<file path="src/rtl/core/smx_pkg.sv">
`default_nettype none

package smx_pkg;

  localparam int DATA_W     = 32;
  localparam int IDX_W      = 3;
  localparam int OPC_W      = 3;
  localparam int CFG_IDX_W  = 2;
  localparam int CFG_DATA_W = 4;
  // Wide enough for a dimension of up to sixteen.
  localparam int DIM_W      = 5;
  localparam int CMDQ_DEPTH = 2;
  localparam int CMDQ_PTR_W = 1;
  localparam int CMDQ_CNT_W = 2;

  typedef enum logic [OPC_W-1:0] {
    OPC_LOAD_A = 3'd0,
    OPC_LOAD_B = 3'd1,
    OPC_ADD    = 3'd2,
    OPC_MUL    = 3'd3,
    OPC_TRANS  = 3'd4
  } opcode_e;

  typedef enum logic [CFG_IDX_W-1:0] {
    CFG_A_ROWS = 2'd0,
    CFG_A_COLS = 2'd1,
    CFG_B_ROWS = 2'd2,
    CFG_B_COLS = 2'd3
  } cfg_reg_e;

  typedef enum logic [2:0] {
    CMD_NOP,
    CMD_LOAD_A,
    CMD_LOAD_B,
    CMD_ADD,
    CMD_MUL,
    CMD_TRANS,
    CMD_ERR
  } cmd_op_e;

  typedef enum logic [1:0] {
    BK_IDLE,
    BK_ISSUE,
    BK_DRAIN
  } bk_state_e;

  typedef struct packed {
    cmd_op_e                  op;
    logic [IDX_W-1:0]         row;
    logic [IDX_W-1:0]         col;
    logic signed [DATA_W-1:0] element;
    logic [DIM_W-1:0]         rr;
    logic [DIM_W-1:0]         rc;
    logic [DIM_W-1:0]         kn;
  } cmd_t;

endpackage

`default_nettype wire

</file>
<file path="src/rtl/core/smx_cmd_fifo.sv">
`default_nettype none

module smx_cmd_fifo (
  input  logic          clk_i,
  input  logic          rst_ni,
  input  logic          push_i,
  input  smx_pkg::cmd_t data_i,
  output logic          full_o,
  input  logic          pop_i,
  output logic          valid_o,
  output smx_pkg::cmd_t data_o
);
  import smx_pkg::*;

  cmd_t                  entry_q [CMDQ_DEPTH];
  logic [CMDQ_PTR_W-1:0] wr_ptr_q, wr_ptr_d, rd_ptr_q, rd_ptr_d;
  logic [CMDQ_CNT_W-1:0] cnt_q, cnt_d;
  logic                  do_push, do_pop;

  assign full_o  = (cnt_q == CMDQ_CNT_W'(CMDQ_DEPTH));
  assign valid_o = (cnt_q != '0);
  assign data_o  = entry_q[rd_ptr_q];
  assign do_push = push_i && !full_o;
  assign do_pop  = pop_i && valid_o;

  always_comb begin
    wr_ptr_d = do_push ? wr_ptr_q + 1'b1 : wr_ptr_q;
    rd_ptr_d = do_pop ? rd_ptr_q + 1'b1 : rd_ptr_q;
    cnt_d    = cnt_q;
    if (do_push && !do_pop) begin
      cnt_d = cnt_q + 1'b1;
    end else if (do_pop && !do_push) begin
      cnt_d = cnt_q - 1'b1;
    end
  end

  always_ff @(posedge clk_i or negedge rst_ni) begin
    if (!rst_ni) begin
      wr_ptr_q <= '0;
      rd_ptr_q <= '0;
      cnt_q    <= '0;
    end else begin
      wr_ptr_q <= wr_ptr_d;
      rd_ptr_q <= rd_ptr_d;
      cnt_q    <= cnt_d;
    end
  end

  always_ff @(posedge clk_i) begin
    if (do_push) begin
      entry_q[wr_ptr_q] <= data_i;
    end
  end

endmodule

`default_nettype wire

</file>
<file path="config.mk">
export PLATFORM = sky130hd
export DESIGN_NAME = smx_cmd_fifo
export DESIGN_NICKNAME = d
export VERILOG_FILES = /design/src/rtl/core/smx_pkg.sv /design/src/rtl/core/smx_cmd_fifo.sv
export SDC_FILE = /design/constraint.sdc
export NUM_CORES = 1
export LEC_CHECK = 0
export BUFFER_PORTS_ARGS = -buffer_cell sky130_fd_sc_hd__clkbuf_2
export CAP_MARGIN = 20
export CORE_MARGIN = 2
export CORE_UTILIZATION = 55
export DETAILED_ROUTE_END_ITERATION = 8
export PLACE_DENSITY = 0.8
export SYNTH_ARGS = -nofsm -noshare
export SYNTH_HDL_FRONTEND = slang
export SYNTH_SLANG_ARGS = --single-unit
</file>
<file path="constraint.sdc">
create_clock -name clk_i -period 6.8 [get_ports clk_i]
set_clock_uncertainty 0.2 [all_clocks]
set_input_delay 0.34 -clock clk_i [delete_from_list [all_inputs] [get_ports clk_i]]
set_output_delay 0.34 -clock clk_i [all_outputs]
set_load 0.01 [all_outputs]
</file>
==> flow_summary.toml <==
[power_and_ir_drop]
ir_worst_vdd_mv = 0.3120
pwr-share-seq_pct = 42.4
leakage_uw = 0.002496
powerDensity_nw_per_um2 = 421.4
p_int_uw = 1870
clkPwrFrac_pct = 31.2
p_sw_share_pct = 28.33
power_frac_comb_pct = 26.3
p_switching_uw = 739.3

[floorplan]
die_w_um = 93.03
fp-row-count = 32
design.core.area_sq_um = 7687
die-area_sq_um = 8654
start_util_pct = 56.71
die_h_um = 93.03
io_pins = 118

[clock_tree]
clk_latency_ns = 0.49
cts_buffers = 17
cts_buffer_depth = 2
root_buffer = "clkbuf_8"
clkTransAtPathRegs_ns = 0.05
cts_sinks = 116
cts_tree = "built"
cts.htree.levels = 4
cts_resized = 0

[logic_synthesis]
synth_area_per_cell_sq_um = 22.59
synth-compound-area-share_pct = 0
synthSimpleGateAreaFrac_pct = 0.7750
synth-edff-count = 112
synth_top_area_share_pct = 77.15
synth_top_family_by_area = "multiplexers"
ys_ff_latch = 116
synth-xor-area-share_pct = 1.005
synth_async_sr_flop_share_pct = 3.448
syn-num-nets = 254
syn_inst = 193
ys.flop_type = "edfxtp_1"
synth_cell_types = 15
syn_area_sq_um = 4359
seq_area_frac_synth_pct = 79.45
yosys_warnings = 0
yosys-top-cells-area = "edfxtp_1, mux2_4, mux2_2"
synth.mux.area_fraction_pct = 17.05
synthAdderAreaFrac_pct = 0.2870
yosysTopAreaCell = "edfxtp_1"

[min_path]
worstHoldStart = "push_i"
hp-class = "input port to flop"
holdPathEnd = "wr_ptr_q"
hold_depth = 3

[sta]
fin_crit_sh_pct = 39.05
worstMarginPinSlew_ns = 0.9131
drv_slew = 0
fin_setup_tns_ns = 0
relSlewSlack_pct = 39.13
rsz0062_at_grt = "no"
worst_slack_ns = 4.144
setup_violations = 0
maxClockFrequency_ghz = 0.3765
finalHoldViolCount = 0
finalCriticalPeriod_ns = 2.656

[flow_run]
maxCapViolations = 0

[routing]
drt_first_pass_iters = 4
wl_per_cell_um = 16.56
drtAntennaViolNets = 0
routed_wl_mm = 8.261
route.detailed.drc = 0
route.vias.total = 2460
vias_per_cell = 4.930
drt_iter0_drc = 135

[finish]
fin_nets = 445
antennaDiodeCount = 0
drive_gt1_share_pct = 52.64
area_growth_pct = 42.05
most-common-layout-cells = "clkbuf_2, edfxtp_1, dlygate4sd3_1, mux2_4, mux2_2"
stdcell_area_sq_um = 6192
final_common_cell = "clkbuf_2"
fin_util_pct = 80.55

[setup_path]
crit_fanout = 57
r2r-end = "entry_q[0][40]"
cp-start-kind = "flop"
worstSetupPathType = "flop to primary output"
arrival_ns = 2.12
reg2reg_depth = 4
end_kind = "primary output"
cp.required_ns = 6.26
r2r_slack_ns = 4.42
r2r-start = "cnt_q[0]"

[outcome]
outcome = "finished, final reports clean"

[grt]
antenna_found_initial = 0
overflow = 0
grt_pass1_wl_mm = 12.64
grt_pass1_vias = 2630
grt_usage_pct = 20.31
grt_max_degree = 58

[placement]
dpl-instance-area_sq_um = 5045
gp_congestion = 0.6529
portBuffers = 117
hpwl_mm = 4.638
pre_cts_ws_ns = 4.445
-- worst max-delay path: stages, from the launching register on --
cell,delay [ns]
dfrtp_4,1.03
mux2_2,0.44
clkbuf_2,0.13
-- cell type report --
class                      instances  area [sq um]
sequential                       116          3467
tap                              102         127.6
clock buffer                      18         417.9
multi-input combinational         69         842.1
fill                             415          1495
clock inverter                    14         138.9
timing repair buffer             178          1191
inverter                           2         7.507
-- metrics by stage --
step	hold WS, ns	instances	power [uW]
2_1_floorplan	-0.1556	193	1549
3_3_place_gp	-0.04586	408	1759
3_5_place_dp	-0.04523	408	1782
4_1_cts	0.004488	499	2626
5_1_grt	0.06122	499	2724
6_report	0.05142	499	2609
-- power groups by stage --
stage | Sequential, uW | Clock [uW] | Combinational [uW]
global placement | 1110 | 0 | 650
floorplan | 1030 | 0 | 514
global route | 1130 | 861 | 734
finish | 1110 | 815 | 687
detailed placement | 1120 | 0 | 661
CTS | 1110 | 827 | 692
-- synthesized netlist by cell type (2+ instances only) --
master / count
buf_6: 4
xnor2_1: 3
buf_2: 2
nor2_1: 2
inv_1: 2
nand2_1: 2
mux2_4: 30
edfxtp_1: 112
dfrtp_1: 4
mux2_2: 26
xor2_1: 2
-- flip-flops by register name (all words and copies together) (netlist names) --
signal / flops
cnt_q: 2
rd_ptr_q: 1
wr_ptr_q: 1
entry_q: 112
-- layer usage --
metal	share of wire, %	GRT usage (%)	wire length [um]
met2	55	36.71	4530
met3	6.9	7.172	573
met4	1.1	7.353	89
met5	0	0	0
met1	37	21.97	3068
-- timing repair --
action                                  CTS  global route
buffers inserted                          0             0
hold endpoints to repair                117             0
endpoints found under the setup margin    0             0
hold buffers                             59             0
-- how the worst max path moves through the flow --
stage                        start             end  slack, ns  depth (start not counted)
after floorplan           cnt_q[0]   entry_q[0][0]       3.16                          3
after global placement    cnt_q[0]  entry_q[0][12]       4.53                          4
after detailed placement  cnt_q[0]  entry_q[0][46]       4.44                          4
after CTS                 rd_ptr_q      data_o[27]       4.10                          2
after global routing      rd_ptr_q      data_o[27]       4.03                          2
final                     rd_ptr_q      data_o[27]       4.14                          2
-- kinds of logic after synthesis --
group,Yosys count
DFF,116
muxes,56
buffers and inverters,8
and+or+nand+nor,7
xor gates and xnor gates,5
adders and majority gates,1
No activity file was read; power rests on OpenSTA's default activity.
