[config.mk]
export PLATFORM = sky130hd
export DESIGN_NAME = smx_front
export DESIGN_NICKNAME = d
export VERILOG_FILES = /design/src/rtl/core/smx_pkg.sv /design/src/rtl/core/smx_front.sv
export SDC_FILE = /design/constraint.sdc
export NUM_CORES = 1
export LEC_CHECK = 0
export BUFFER_PORTS_ARGS = -buffer_cell sky130_fd_sc_hd__buf_4
export CORE_MARGIN = 2
export CORE_UTILIZATION = 43
export CTS_BUF_LIST = sky130_fd_sc_hd__clkbuf_8
export DETAILED_ROUTE_END_ITERATION = 16
export HOLD_SLACK_MARGIN = 0.12
export PLACE_DENSITY = 0.9
export SKIP_CTS_REPAIR_TIMING = 1
export SYNTH_ARGS = -nofsm -noshare
export SYNTH_HDL_FRONTEND = slang
export SYNTH_SLANG_ARGS = --single-unit
[constraint.sdc]
create_clock -name clk_i -period 2.4 [get_ports clk_i]
set_clock_uncertainty 0.1 [all_clocks]
set_input_delay 0.36 -clock clk_i [delete_from_list [all_inputs] [get_ports clk_i]]
set_output_delay 0.36 -clock clk_i [all_outputs]
set_load 0.01 [all_outputs]
[src/rtl/core/smx_pkg.sv]
`default_nettype none

package smx_pkg;

  localparam int DATA_W     = 32;
  localparam int IDX_W      = 3;
  localparam int OPC_W      = 3;
  localparam int CFG_IDX_W  = 2;
  localparam int CFG_DATA_W = 4;
  // Wide enough for a dimension of up to sixteen.
  localparam int DIM_W      = 5;
  localparam int CMDQ_DEPTH = 2;
  localparam int CMDQ_PTR_W = 1;
  localparam int CMDQ_CNT_W = 2;

  typedef enum logic [OPC_W-1:0] {
    OPC_LOAD_A = 3'd0,
    OPC_LOAD_B = 3'd1,
    OPC_ADD    = 3'd2,
    OPC_MUL    = 3'd3,
    OPC_TRANS  = 3'd4
  } opcode_e;

  typedef enum logic [CFG_IDX_W-1:0] {
    CFG_A_ROWS = 2'd0,
    CFG_A_COLS = 2'd1,
    CFG_B_ROWS = 2'd2,
    CFG_B_COLS = 2'd3
  } cfg_reg_e;

  typedef enum logic [2:0] {
    CMD_NOP,
    CMD_LOAD_A,
    CMD_LOAD_B,
    CMD_ADD,
    CMD_MUL,
    CMD_TRANS,
    CMD_ERR
  } cmd_op_e;

  typedef enum logic [1:0] {
    BK_IDLE,
    BK_ISSUE,
    BK_DRAIN
  } bk_state_e;

  typedef struct packed {
    cmd_op_e                  op;
    logic [IDX_W-1:0]         row;
    logic [IDX_W-1:0]         col;
    logic signed [DATA_W-1:0] element;
    logic [DIM_W-1:0]         rr;
    logic [DIM_W-1:0]         rc;
    logic [DIM_W-1:0]         kn;
  } cmd_t;

endpackage

`default_nettype wire

[src/rtl/core/smx_front.sv]
`default_nettype none

module smx_front #(
  parameter int MAX_DIM = 8
) (
  input  logic                            clk_i,
  input  logic                            rst_ni,
  input  logic                            cfg_valid_i,
  output logic                            cfg_ready_o,
  input  logic [smx_pkg::CFG_IDX_W-1:0]   cfg_index_i,
  input  logic [smx_pkg::CFG_DATA_W-1:0]  cfg_data_i,
  input  logic                            push_i,
  input  logic [smx_pkg::OPC_W-1:0]       opcode_i,
  input  logic [smx_pkg::IDX_W-1:0]       row_index_i,
  input  logic [smx_pkg::IDX_W-1:0]       col_index_i,
  input  logic signed [smx_pkg::DATA_W-1:0] element_i,
  input  logic                            q_full_i,
  output logic                            q_push_o,
  output smx_pkg::cmd_t                   cmd_o
);
  import smx_pkg::*;

  logic [CFG_DATA_W-1:0] a_rows_q, a_rows_d, a_cols_q, a_cols_d;
  logic [CFG_DATA_W-1:0] b_rows_q, b_rows_d, b_cols_q, b_cols_d;
  logic [DIM_W-1:0]      ar, ac, br, bc;
  logic                  in_range;

  function automatic logic [DIM_W-1:0] clamp_dim(input logic [CFG_DATA_W-1:0] v);
    if (DIM_W'(v) > DIM_W'(MAX_DIM)) begin
      return DIM_W'(MAX_DIM);
    end
    return DIM_W'(v);
  endfunction

  assign cfg_ready_o = 1'b1;

  always_comb begin
    a_rows_d = a_rows_q;
    a_cols_d = a_cols_q;
    b_rows_d = b_rows_q;
    b_cols_d = b_cols_q;
    if (cfg_valid_i) begin
      unique case (cfg_index_i)
        CFG_A_ROWS: a_rows_d = cfg_data_i;
        CFG_A_COLS: a_cols_d = cfg_data_i;
        CFG_B_ROWS: b_rows_d = cfg_data_i;
        CFG_B_COLS: b_cols_d = cfg_data_i;
        default:    a_rows_d = a_rows_q;
      endcase
    end
  end

  always_ff @(posedge clk_i or negedge rst_ni) begin
    if (!rst_ni) begin
      a_rows_q <= '0;
      a_cols_q <= '0;
      b_rows_q <= '0;
      b_cols_q <= '0;
    end else begin
      a_rows_q <= a_rows_d;
      a_cols_q <= a_cols_d;
      b_rows_q <= b_rows_d;
      b_cols_q <= b_cols_d;
    end
  end

  assign ar = clamp_dim(a_rows_q);
  assign ac = clamp_dim(a_cols_q);
  assign br = clamp_dim(b_rows_q);
  assign bc = clamp_dim(b_cols_q);

  assign in_range = (DIM_W'(row_index_i) < DIM_W'(MAX_DIM)) &&
                    (DIM_W'(col_index_i) < DIM_W'(MAX_DIM));

  assign q_push_o = push_i && !q_full_i;

  always_comb begin
    cmd_o         = '0;
    cmd_o.op      = CMD_NOP;
    cmd_o.row     = row_index_i;
    cmd_o.col     = col_index_i;
    cmd_o.element = element_i;
    unique case (opcode_i) inside
      OPC_LOAD_A, OPC_LOAD_B: begin
        if (in_range) begin
          cmd_o.op = (opcode_i == OPC_LOAD_A) ? CMD_LOAD_A : CMD_LOAD_B;
        end
      end
      OPC_ADD: begin
        if (ar != br || ac != bc) begin
          cmd_o.op = CMD_ERR;
        end else begin
          cmd_o.rr = ar;
          cmd_o.rc = ac;
          cmd_o.op = (ar == '0 || ac == '0) ? CMD_NOP : CMD_ADD;
        end
      end
      OPC_MUL: begin
        if (ac != br) begin
          cmd_o.op = CMD_ERR;
        end else begin
          cmd_o.rr = ar;
          cmd_o.rc = bc;
          cmd_o.kn = ac;
          cmd_o.op = (ar == '0 || bc == '0) ? CMD_NOP : CMD_MUL;
        end
      end
      OPC_TRANS: begin
        cmd_o.rr = ac;
        cmd_o.rc = ar;
        cmd_o.op = (ac == '0 || ar == '0) ? CMD_NOP : CMD_TRANS;
      end
      default: cmd_o.op = CMD_NOP;
    endcase
  end

endmodule

`default_nettype wire

==> results of run 1 <==
-- power by group through the flow --
| stage | clock network, mW | logic [mW] | registers [mW] |
|---|---|---|---|
| after floorplan | 0 | 0.369 | 0.365 |
| after global placement | 0 | 0.453 | 0.378 |
| after detailed placement | 0 | 0.462 | 0.384 |
| after CTS | 0.241 | 0.464 | 0.380 |
| after global routing | 0.253 | 0.645 | 0.393 |
| final | 0.238 | 0.605 | 0.385 |
-- cells in the final DEF (no fill, tap or decap), drive strengths merged, types with 3 or more instances in the layout --
cell / count
inv: 3
nor2: 10
o211ai: 3
nand2b: 3
xnor2: 6
a21oi: 3
clkbuf: 4
buf: 52
o21ai: 3
mux2: 16
nand2: 12
dfrtp: 16
conb: 4
nand3: 16
nor2b: 8
-- metrics by stage --
step / worst slack (ns) / utilization / setup TNS [ns] / total power, mW / cells
floorplan: 0.164 / - / 0 / 0.734 / 182
global placement: 0.0806 / 0.471 / 0 / 0.831 / 224
detailed placement: 0.0354 / 0.471 / 0 / 0.846 / 224
CTS: -0.247 / 0.487 / -2.68 / 1.08 / 228
global route: -0.294 / 0.549 / -2.36 / 1.29 / 236
finish: -0.254 / 0.549 / -1.36 / 1.23 / 236
-- sequential cells by signal, summed over array words and instances, names as in the netlist --
signal,count
a_rows_q,4
a_cols_q,4
b_rows_q,4
b_cols_q,4
-- layout make-up --
cell class,count,area share
Multi-Input combinational cell,114,0.495
Tap cell,46,0.0307
Sequential cell,16,0.214
Clock buffer,4,0.0293
Inverter,3,0.00600
Timing Repair Buffer,53,0.225
-- layer usage --
layer	wire (µm)	global-route usage	vias up
li1	-	-	600
met1	1610	0.229	639
met2	2130	0.311	84
met3	363	0.0299	19
met4	124	0.0665	0
met5	0	0	-
-- worst max path at each step --
stage,startpoint,endpoint,slack [ns],depth (start not counted)
detailed placement,a_rows_q[0],cmd_o[55],0.04,6
floorplan,b_rows_q[3],cmd_o[55],0.16,6
global route,a_cols_q[1],cmd_o[55],-0.29,6
global placement,a_rows_q[0],cmd_o[55],0.08,6
CTS,a_rows_q[0],cmd_o[55],-0.25,6
finish,a_cols_q[1],cmd_o[55],-0.25,6
-- synth_stat cells, drive strengths merged, types with 2 or more instances --
| cell type | count |
|---|---|
| a21oi | 3 |
| a32oi | 2 |
| and2 | 2 |
| and4bb | 2 |
| buf | 47 |
| clkbuf | 2 |
| conb | 2 |
| dfrtp | 16 |
| inv | 3 |
| mux2 | 16 |
| nand2 | 12 |
| nand2b | 3 |
| nand3 | 16 |
| nand3b | 2 |
| nor2 | 10 |
| nor2b | 8 |
| o211ai | 3 |
| o21ai | 3 |
| xnor2 | 6 |
| xor2 | 2 |
-- cells by family (layout without fill, tap and decap cells) --
logic type / count (synthesis) / in the layout / share of synthesized area
AND/OR/NAND/NOR: 65 / 65 / 0.230
AO/OA/AOI/OAI: 20 / 20 / 0.108
XOR/XNOR: 8 / 8 / 0.0449
other: 2 / 4 / 0.00482
flip-flops: 16 / 16 / 0.257
buffers and inverters: 52 / 60 / 0.234
multiplexers: 17 / 17 / 0.122
-- critical path, delay by kind of cell, from the launching register on --
kind	cells	cell delay (ns)
buffers and inverters	1	0.14
AND/OR/NAND/NOR	2	0.57
flip-flops	1	0.49
XOR/XNOR	1	0.19
AO/OA/AOI/OAI	2	0.54
==> results.py, run 1 <==
metrics = {
    "run_status": {
        "outcome": "finished, violations left",
        "violations": "setup timing",
    },
    "timing": {
        "worst_hold_slack_ns": 0.274,
        "layout_setup_ws_ns": -0.254,
        "finalCritPeriodShare": 1.11,
        "worstMarginPinSlew_ns": 0.682,
        "relSlewSlack": 0.544,
        "finalHoldViolCount": 0,
        "finalSetupViolations": 12,
        "rsz0062_at_grt": "yes",
        "max_freq_mhz": 377,
        "final_max_slew_viol_count": 0,
        "final.min_clock_period_ns": 2.65,
    },
    "setup_path": {
        "rr_startpoint": "a_cols_q[0]",
        "r2r_slack_ns": 1.35,
        "crit_slowest_cell": "dfrtp_1",
        "cp_slowest_stage_delay_ns": 0.49,
        "r2r-end": "a_cols_q[0]",
        "critPathRequiredTime_ns": 1.94,
        "path_cells": "nand2b_1, xnor2_1, a2111oi_4, a31oi_1, or3_1, buf_6",
        "reg2reg_depth": 2,
        "worstPathArrival_ns": 2.19,
        "crit_path_end_kind": "output pin",
        "crit_path_start_kind": "register",
        "path_max_fanout": 6,
        "path_class": "reg -> out",
    },
    "floorplan": {
        "start_util": 0.456,
        "ios": 110,
        "fp.dieH_um": 64.2,
        "row_count": 21,
        "die_area_um2": 4120,
        "die_x_um": 64.2,
        "coreArea_um2": 3420,
    },
    "detailed_routing": {
        "via_per_inst": 5.69,
        "via_count": 1342,
        "routedWlPerCell_um": 17.9,
        "route.detailed.drc": 0,
        "drt-total-wl_um": 4220,
        "final_antenna_net_count": 0,
        "drt_iter0_drc": 44,
        "drt_pass1_iterations": 4,
    },
    "cells_and_area": {
        "nFillCells": 297,
        "drive_gt1_frac": 0.547,
        "area_growth_pct": 20.4,
        "nets": 243,
        "final_cell_area_um2": 1880,
        "regArea_um2": 402,
        "multi_input_area_um2": 928,
        "num_antenna_cells": 0,
    },
    "cts": {
        "clock_tree.root_cell": "clkbuf_8",
        "numCtsBuffers": 3,
        "clockBufferDepth": 2,
        "cts.sinks": 16,
        "cts_tree": "done",
        "cts_htree_levels": 1,
        "clk_pin_slew_ns": 0.06,
        "worstSkewPairLatency_ns": 0.25,
    },
    "synth": {
        "ys_seq_area_frac": 0.257,
        "synth_flop_cell": "dfrtp_1",
        "syn-cell-area_um2": 1560,
        "synth_area_leader_cell": "dfrtp_1",
        "synth_seq_cells": 16,
        "avgSynthCellArea_um2": 8.66,
        "yosysUniqueCellTypes": 43,
        "synth_cells": 180,
        "synth_top_cell_area_share": 0.257,
        "async_flop_share": 1.00,
        "yosysWarnings": 0,
        "synth_edf_count": 0,
        "synth_area_leaders": "dfrtp_1, buf_4, mux2_2, nand3_1, xnor2_1",
    },
    "pwr": {
        "seqPwrFrac": 0.314,
        "pwr-share-clk": 0.194,
        "p_leak_nw": 0.834,
        "combinationalPowerShare": 0.493,
        "p_per_area_nw_per_um2": 654,
        "switching_share": 0.363,
        "power_switching_uw": 445,
        "ir_drop_mv": 0.471,
        "p_int_uw": 782,
    },
    "placed_design": {
        "port_buffers": 29,
        "placed_cell_area_um2": 1610,
        "dpl.hpwl_um": 2940,
        "place_congestion": 0.942,
    },
    "run": {
        "cap_violations": 0,
    },
    "global_routing": {
        "gr-total-overflow": 0,
        "track_usage": 0.182,
        "antenna_found_initial": 0,
        "grt_max_degree": 17,
        "grt_pass1_wl_um": 5980,
        "grt_pass1_vias": 1209,
    },
    "min_path": {
        "hp-class": "in -> reg",
        "holdCritStartpoint": "cfg_data_i[2]",
        "hold_end": "a_rows_q[2]",
        "whs_path_depth": 2,
    },
}
(Power assumes the default switching activity.)
==> run 2: changes to the inputs <==
--- a/config.mk
+++ b/config.mk
@@ -6,6 +6,7 @@
 export NUM_CORES = 1
 export LEC_CHECK = 0
 export BUFFER_PORTS_ARGS = -buffer_cell sky130_fd_sc_hd__buf_4
+export CAP_MARGIN = 10
 export CORE_MARGIN = 2
 export CORE_UTILIZATION = 43
 export CTS_BUF_LIST = sky130_fd_sc_hd__clkbuf_8
==> constraint.sdc (replaced) <==
create_clock -name clk_i -period 2.9 [get_ports clk_i]
set_clock_uncertainty 0.1 [all_clocks]
set_input_delay 0.435 -clock clk_i [delete_from_list [all_inputs] [get_ports clk_i]]
set_output_delay 0.435 -clock clk_i [all_outputs]
set_load 0.01 [all_outputs]
==> run 2 against run 1 <==
The run now ends clean. Clock power decreased by 17%. Sequential cell count unchanged. Register-to-register slack gained 0.51 ns. Cell area shrank 15%. Clock-buffer cell count unchanged. Critical path type unchanged. Critical endpoint is now cmd_o[6].
==> results.py, run 2 (synthesis gave the netlist of run 1 again) <==
metrics = {
    "placed_design": {
        "dpl.hpwl_um": 2720,
        "port_buffers": 29,
        "dpl_worst_slack_ns": 0.304,
        "place_congestion": 0.956,
    },
    "setup_path": {
        "r2r_slack_ns": 1.86,
        "path_class": "reg -> out",
        "critPathRequiredTime_ns": 2.37,
        "path_cells": "and4bb_1, a22oi_2, a2111oi_4, nand2_1, o211ai_1, buf_4",
        "cp_slowest_stage_delay_ns": 0.51,
        "crit_slowest_cell": "dfrtp_1",
        "crit_path_start_kind": "register",
        "crit_path_end_kind": "output pin",
        "r2r-end": "a_rows_q[3]",
        "rr_startpoint": "a_rows_q[3]",
        "crit_buf_inv": 1,
        "worstPathArrival_ns": 2.26,
        "crit_family": "compound AO/OA/AOI/OAI gates",
        "path_max_fanout": 12,
        "reg2reg_depth": 1,
    },
    "min_path": {
        "whs_path_depth": 2,
        "hp-class": "in -> reg",
        "hold_end": "b_rows_q[2]",
        "holdCritStartpoint": "cfg_data_i[2]",
    },
    "detailed_routing": {
        "route.detailed.drc": 0,
        "drt_pass1_iterations": 4,
        "drt-total-wl_um": 3480,
        "via_per_inst": 5.69,
        "routedWlPerCell_um": 16.0,
        "drt_iter0_drc": 58,
        "final_antenna_net_count": 0,
        "via_count": 1234,
    },
    "cts": {
        "cts_htree_levels": 1,
        "worstSkewPairLatency_ns": 0.25,
        "cts.sinks": 16,
        "clock_tree.root_cell": "clkbuf_8",
        "numCtsBuffers": 3,
        "clockBufferDepth": 2,
        "cts_tree": "done",
        "clk_pin_slew_ns": 0.06,
    },
    "floorplan": {
        "die_area_um2": 4120,
        "coreArea_um2": 3420,
        "fp.dieH_um": 64.2,
        "ios": 110,
        "die_x_um": 64.2,
        "start_util": 0.456,
        "row_count": 21,
    },
    "global_routing": {
        "antenna_found_initial": 0,
        "grt_max_degree": 17,
        "track_usage": 0.166,
        "grt_pass1_wl_um": 5460,
        "grt_pass1_vias": 1082,
        "gr-total-overflow": 0,
    },
    "timing": {
        "worst_hold_slack_ns": 0.347,
        "max_freq_mhz": 358,
        "rsz0062_at_grt": "no",
        "layout_setup_ws_ns": 0.105,
        "finalSetupViolations": 0,
        "finalHoldViolCount": 0,
        "fin_setup_tns_ns": 0,
        "relSlewSlack": 0.541,
        "final_max_slew_viol_count": 0,
        "final.min_clock_period_ns": 2.79,
        "worstMarginPinSlew_ns": 0.686,
        "finalCritPeriodShare": 0.964,
    },
    "pwr": {
        "p_leak_nw": 0.681,
        "p_per_area_nw_per_um2": 535,
        "ir_drop_mv": 0.460,
    },
    "cells_and_area": {
        "area_growth_pct": 1.77,
        "regArea_um2": 400,
        "drive_gt1_frac": 0.339,
        "multi_input_area_um2": 805,
        "layout_common_cells": "buf_4, nand3_1, mux2_2, dfrtp_1, nand2_1",
        "num_antenna_cells": 0,
        "nFillCells": 323,
        "final_common_cell": "buf_4",
        "nets": 224,
    },
    "run_status": {
        "outcome": "finished clean",
    },
    "run": {
        "cap_violations": 0,
    },
}
## run 2: cell count changes in the layout (fill, tap and decap cells not counted), moves of 2 or more
| cell | before | now |
|---|---|---|
| buf_4 | 46 | 33 |
| buf_6 | 6 | 0 |
| nand2_1 | 9 | 12 |
| nand2_2 | 3 | 0 |
| nand3_1 | 11 | 16 |
| nand3_2 | 5 | 0 |
| nor2_1 | 7 | 10 |
| nor2_2 | 3 | 0 |
| nor2b_1 | 4 | 7 |
| nor2b_2 | 3 | 1 |
| o21ai_0 | 0 | 3 |
| o21ai_2 | 2 | 0 |
## run 2: worst max path at each step
stage | cells past startpoint | slack (ns) | endpoint | startpoint
floorplan | 6 | 0.59 | cmd_o[55] | b_rows_q[3]
global placement | 6 | 0.36 | cmd_o[55] | a_rows_q[3]
detailed placement | 6 | 0.30 | cmd_o[55] | a_rows_q[3]
CTS | 6 | 0.03 | cmd_o[55] | a_rows_q[3]
global route | 6 | 0.005 | cmd_o[6] | a_rows_q[3]
finish | 6 | 0.11 | cmd_o[6] | a_rows_q[3]
## run 2: per-layer routing
metal  share of wire  track usage  vias up
met3            0.12       0.0370       14
met4           0.028       0.0851        0
met1            0.39        0.211      584
li1                -            -      555
met5               0            0        -
met2            0.47        0.264       81
## run 2: area by class of cell
| type | count | area share |
|---|---|---|
| clock buffers | 4 | 0.0347 |
| inverters | 3 | 0.00710 |
| multi-input cells | 114 | 0.507 |
| flip-flops and latches | 16 | 0.252 |
| well taps | 46 | 0.0363 |
| repair buffers | 34 | 0.162 |
## run 2: where the power goes
part	internal, mW	leakage (nW)	total, mW	switching [mW]
Sequential	0.266	0.189	0.340	0.0747
Clock	0.121	0.0288	0.197	0.0762
Combinational	0.157	0.463	0.312	0.155
Total	0.543	0.681	0.849	0.306
## run 2: per-stage QoR
stage          total power, mW  utilization  area [µm²]  cells
6_report                 0.849        0.464        1590    217
5_1_grt                  0.898        0.464        1590    217
4_1_cts                  0.839        0.456        1560    214
3_5_place_dp             0.643        0.440        1500    210
3_3_place_gp             0.632        0.440        1500    210
2_1_floorplan            0.607            -        1570    182
==> run 3: changes to the inputs <==
--- a/config.mk
+++ b/config.mk
@@ -7,6 +7,7 @@
 export LEC_CHECK = 0
 export BUFFER_PORTS_ARGS = -buffer_cell sky130_fd_sc_hd__buf_4
 export CAP_MARGIN = 10
+export CORE_ASPECT_RATIO = 0.5
 export CORE_MARGIN = 2
 export CORE_UTILIZATION = 43
 export CTS_BUF_LIST = sky130_fd_sc_hd__clkbuf_8
==> run 3 against run 2 <==
Final cell count is 1.4% higher. Wire length up 16%. Die area increased by 0.71%. Fmax shrank 0.48%. Critical path type unchanged. Critical endpoint is now cmd_o[55].
==> results.py, run 3 (synthesis gave the netlist of run 1 again) <==
metrics = {
    "timing": {
        "finalSetupViolations": 0,
        "fin_setup_tns_ns": 0,
        "finalCritPeriodShare": 0.968,
        "final_max_slew_viol_count": 0,
        "worstMarginPinSlew_ns": 0.774,
        "final.min_clock_period_ns": 2.81,
        "worst_hold_slack_ns": 0.358,
        "rsz0062_at_grt": "no",
        "finalHoldViolCount": 0,
        "relSlewSlack": 0.483,
        "max_freq_mhz": 356,
    },
    "setup_path": {
        "reg2reg_depth": 1,
        "r2r_slack_ns": 1.90,
        "cp_slowest_stage_delay_ns": 0.48,
        "rr_startpoint": "a_cols_q[3]",
        "cp.depth": 6,
        "path_cells": "nand2b_1, xnor2_1, a2111oi_4, a31oi_1, or3_1, buf_4",
        "critPathRequiredTime_ns": 2.37,
        "r2r-end": "a_cols_q[3]",
        "path_class": "reg -> out",
        "startpoint": "a_cols_q[3]",
        "crit_path_start_kind": "register",
        "crit_buf_inv": 1,
        "crit_path_end": "cmd_o[55]",
        "crit_family": "compound AO/OA/AOI/OAI gates",
        "crit_slowest_cell": "dfrtp_1",
        "path_max_fanout": 11,
        "worstPathArrival_ns": 2.27,
        "crit_path_end_kind": "output pin",
    },
    "detailed_routing": {
        "via_count": 1243,
        "routed-wl-met2_um": 2030,
        "drt_pass1_iterations": 5,
        "drt-met1-wl_um": 1340,
        "highest_layer": "met4",
        "routedWlPerCell_um": 18.3,
        "dr_wl_met3_um": 579,
        "route.detailed.drc": 0,
        "drt-total-wl_um": 4030,
        "final_antenna_net_count": 0,
        "drt_iter0_drc": 177,
        "via_per_inst": 5.65,
    },
    "run": {
        "cap_violations": 0,
    },
    "cts": {
        "cts_htree_levels": 1,
        "worstSkewPairLatency_ns": 0.24,
        "clock_tree.root_cell": "clkbuf_8",
        "clockBufferDepth": 2,
        "cts.sinks": 16,
        "clk_pin_slew_ns": 0.06,
        "numCtsBuffers": 3,
        "cts_tree": "done",
    },
    "global_routing": {
        "grt_pass1_vias": 1165,
        "track_usage": 0.182,
        "grt_pass1_wl_um": 5670,
        "antenna_found_initial": 0,
        "gr-total-overflow": 0,
        "grt_max_degree": 17,
    },
    "pwr": {
        "combinationalPowerShare": 0.388,
        "p_int_uw": 512,
        "p_leak_nw": 0.667,
        "switching_share": 0.372,
        "pwr-share-clk": 0.192,
        "power_switching_uw": 303,
        "seqPwrFrac": 0.421,
        "ir_drop_mv": 0.212,
        "p_per_area_nw_per_um2": 519,
    },
    "cells_and_area": {
        "nFillCells": 328,
        "num_antenna_cells": 0,
        "final_common_cell": "buf_4",
        "layout_common_cells": "buf_4, nand3_1, mux2_2",
        "nets": 223,
        "area_growth_pct": 0.723,
        "drive_gt1_frac": 0.331,
    },
    "floorplan": {
        "die_area_um2": 4150,
        "row_count": 15,
        "coreArea_um2": 3450,
        "ios": 110,
        "fp.dieH_um": 46.6,
        "die_x_um": 89.2,
        "start_util": 0.451,
    },
    "run_status": {
        "outcome": "finished clean",
    },
    "placed_design": {
        "dpl.hpwl_um": 3330,
        "port_buffers": 29,
        "place_congestion": 0.902,
    },
    "min_path": {
        "hp-class": "in -> reg",
    },
}
-- run 3: cell count changes in the layout (fill, tap and decap cells not counted), sizes merged --
cell,delta
clkbuf,-1
buf,-1
-- run 3: how the worst min path moves through the flow --
stage          depth (start not counted)           to           from
2_1_floorplan                          0  a_cols_q[0]         rst_ni
3_3_place_gp                           1  a_rows_q[0]         rst_ni
3_5_place_dp                           1  a_rows_q[0]         rst_ni
4_1_cts                                1  a_cols_q[1]         rst_ni
5_1_grt                                2  a_cols_q[2]  cfg_data_i[2]
6_report                               2  b_cols_q[2]  cfg_data_i[2]
-- run 3: through the flow --
| stage | setup WS (ns) | instance area (µm²) | power, mW | std cells | utilization |
|---|---|---|---|---|---|
| after detailed placement | 0.281 | 1510 | 0.650 | 215 | 0.437 |
| after global routing | 0.0290 | 1570 | 0.863 | 220 | 0.455 |
| after global placement | 0.367 | 1510 | 0.627 | 215 | 0.437 |
| final | 0.0919 | 1570 | 0.816 | 220 | 0.455 |
| after CTS | 0.0112 | 1550 | 0.809 | 218 | 0.449 |
| after floorplan | 0.589 | 1570 | 0.607 | 182 | - |
-- run 3: final cells by class --
class	count	area, µm²	area share
inverters	3	11.3	0.00717
clock buffers	3	41.3	0.0263
well taps	51	63.8	0.0406
multi-input cells	114	802	0.511
repair buffers	33	250	0.159
flip-flops and latches	16	402	0.256
-- run 3: routing by layer --
layer / global-route usage / vias up
met3: 0.0735 / 17
li1: - / 556
met1: 0.186 / 561
met2: 0.339 / 109
met4: 0.0776 / 0
met5: 0 / -
-- run 3: power groups by stage --
stage	sequential [mW]	combinational [mW]	clock [mW]
2_1_floorplan	0.302	0.306	0
3_3_place_gp	0.336	0.291	0
3_5_place_dp	0.342	0.307	0
4_1_cts	0.339	0.309	0.161
5_1_grt	0.351	0.339	0.173
6_report	0.343	0.316	0.156
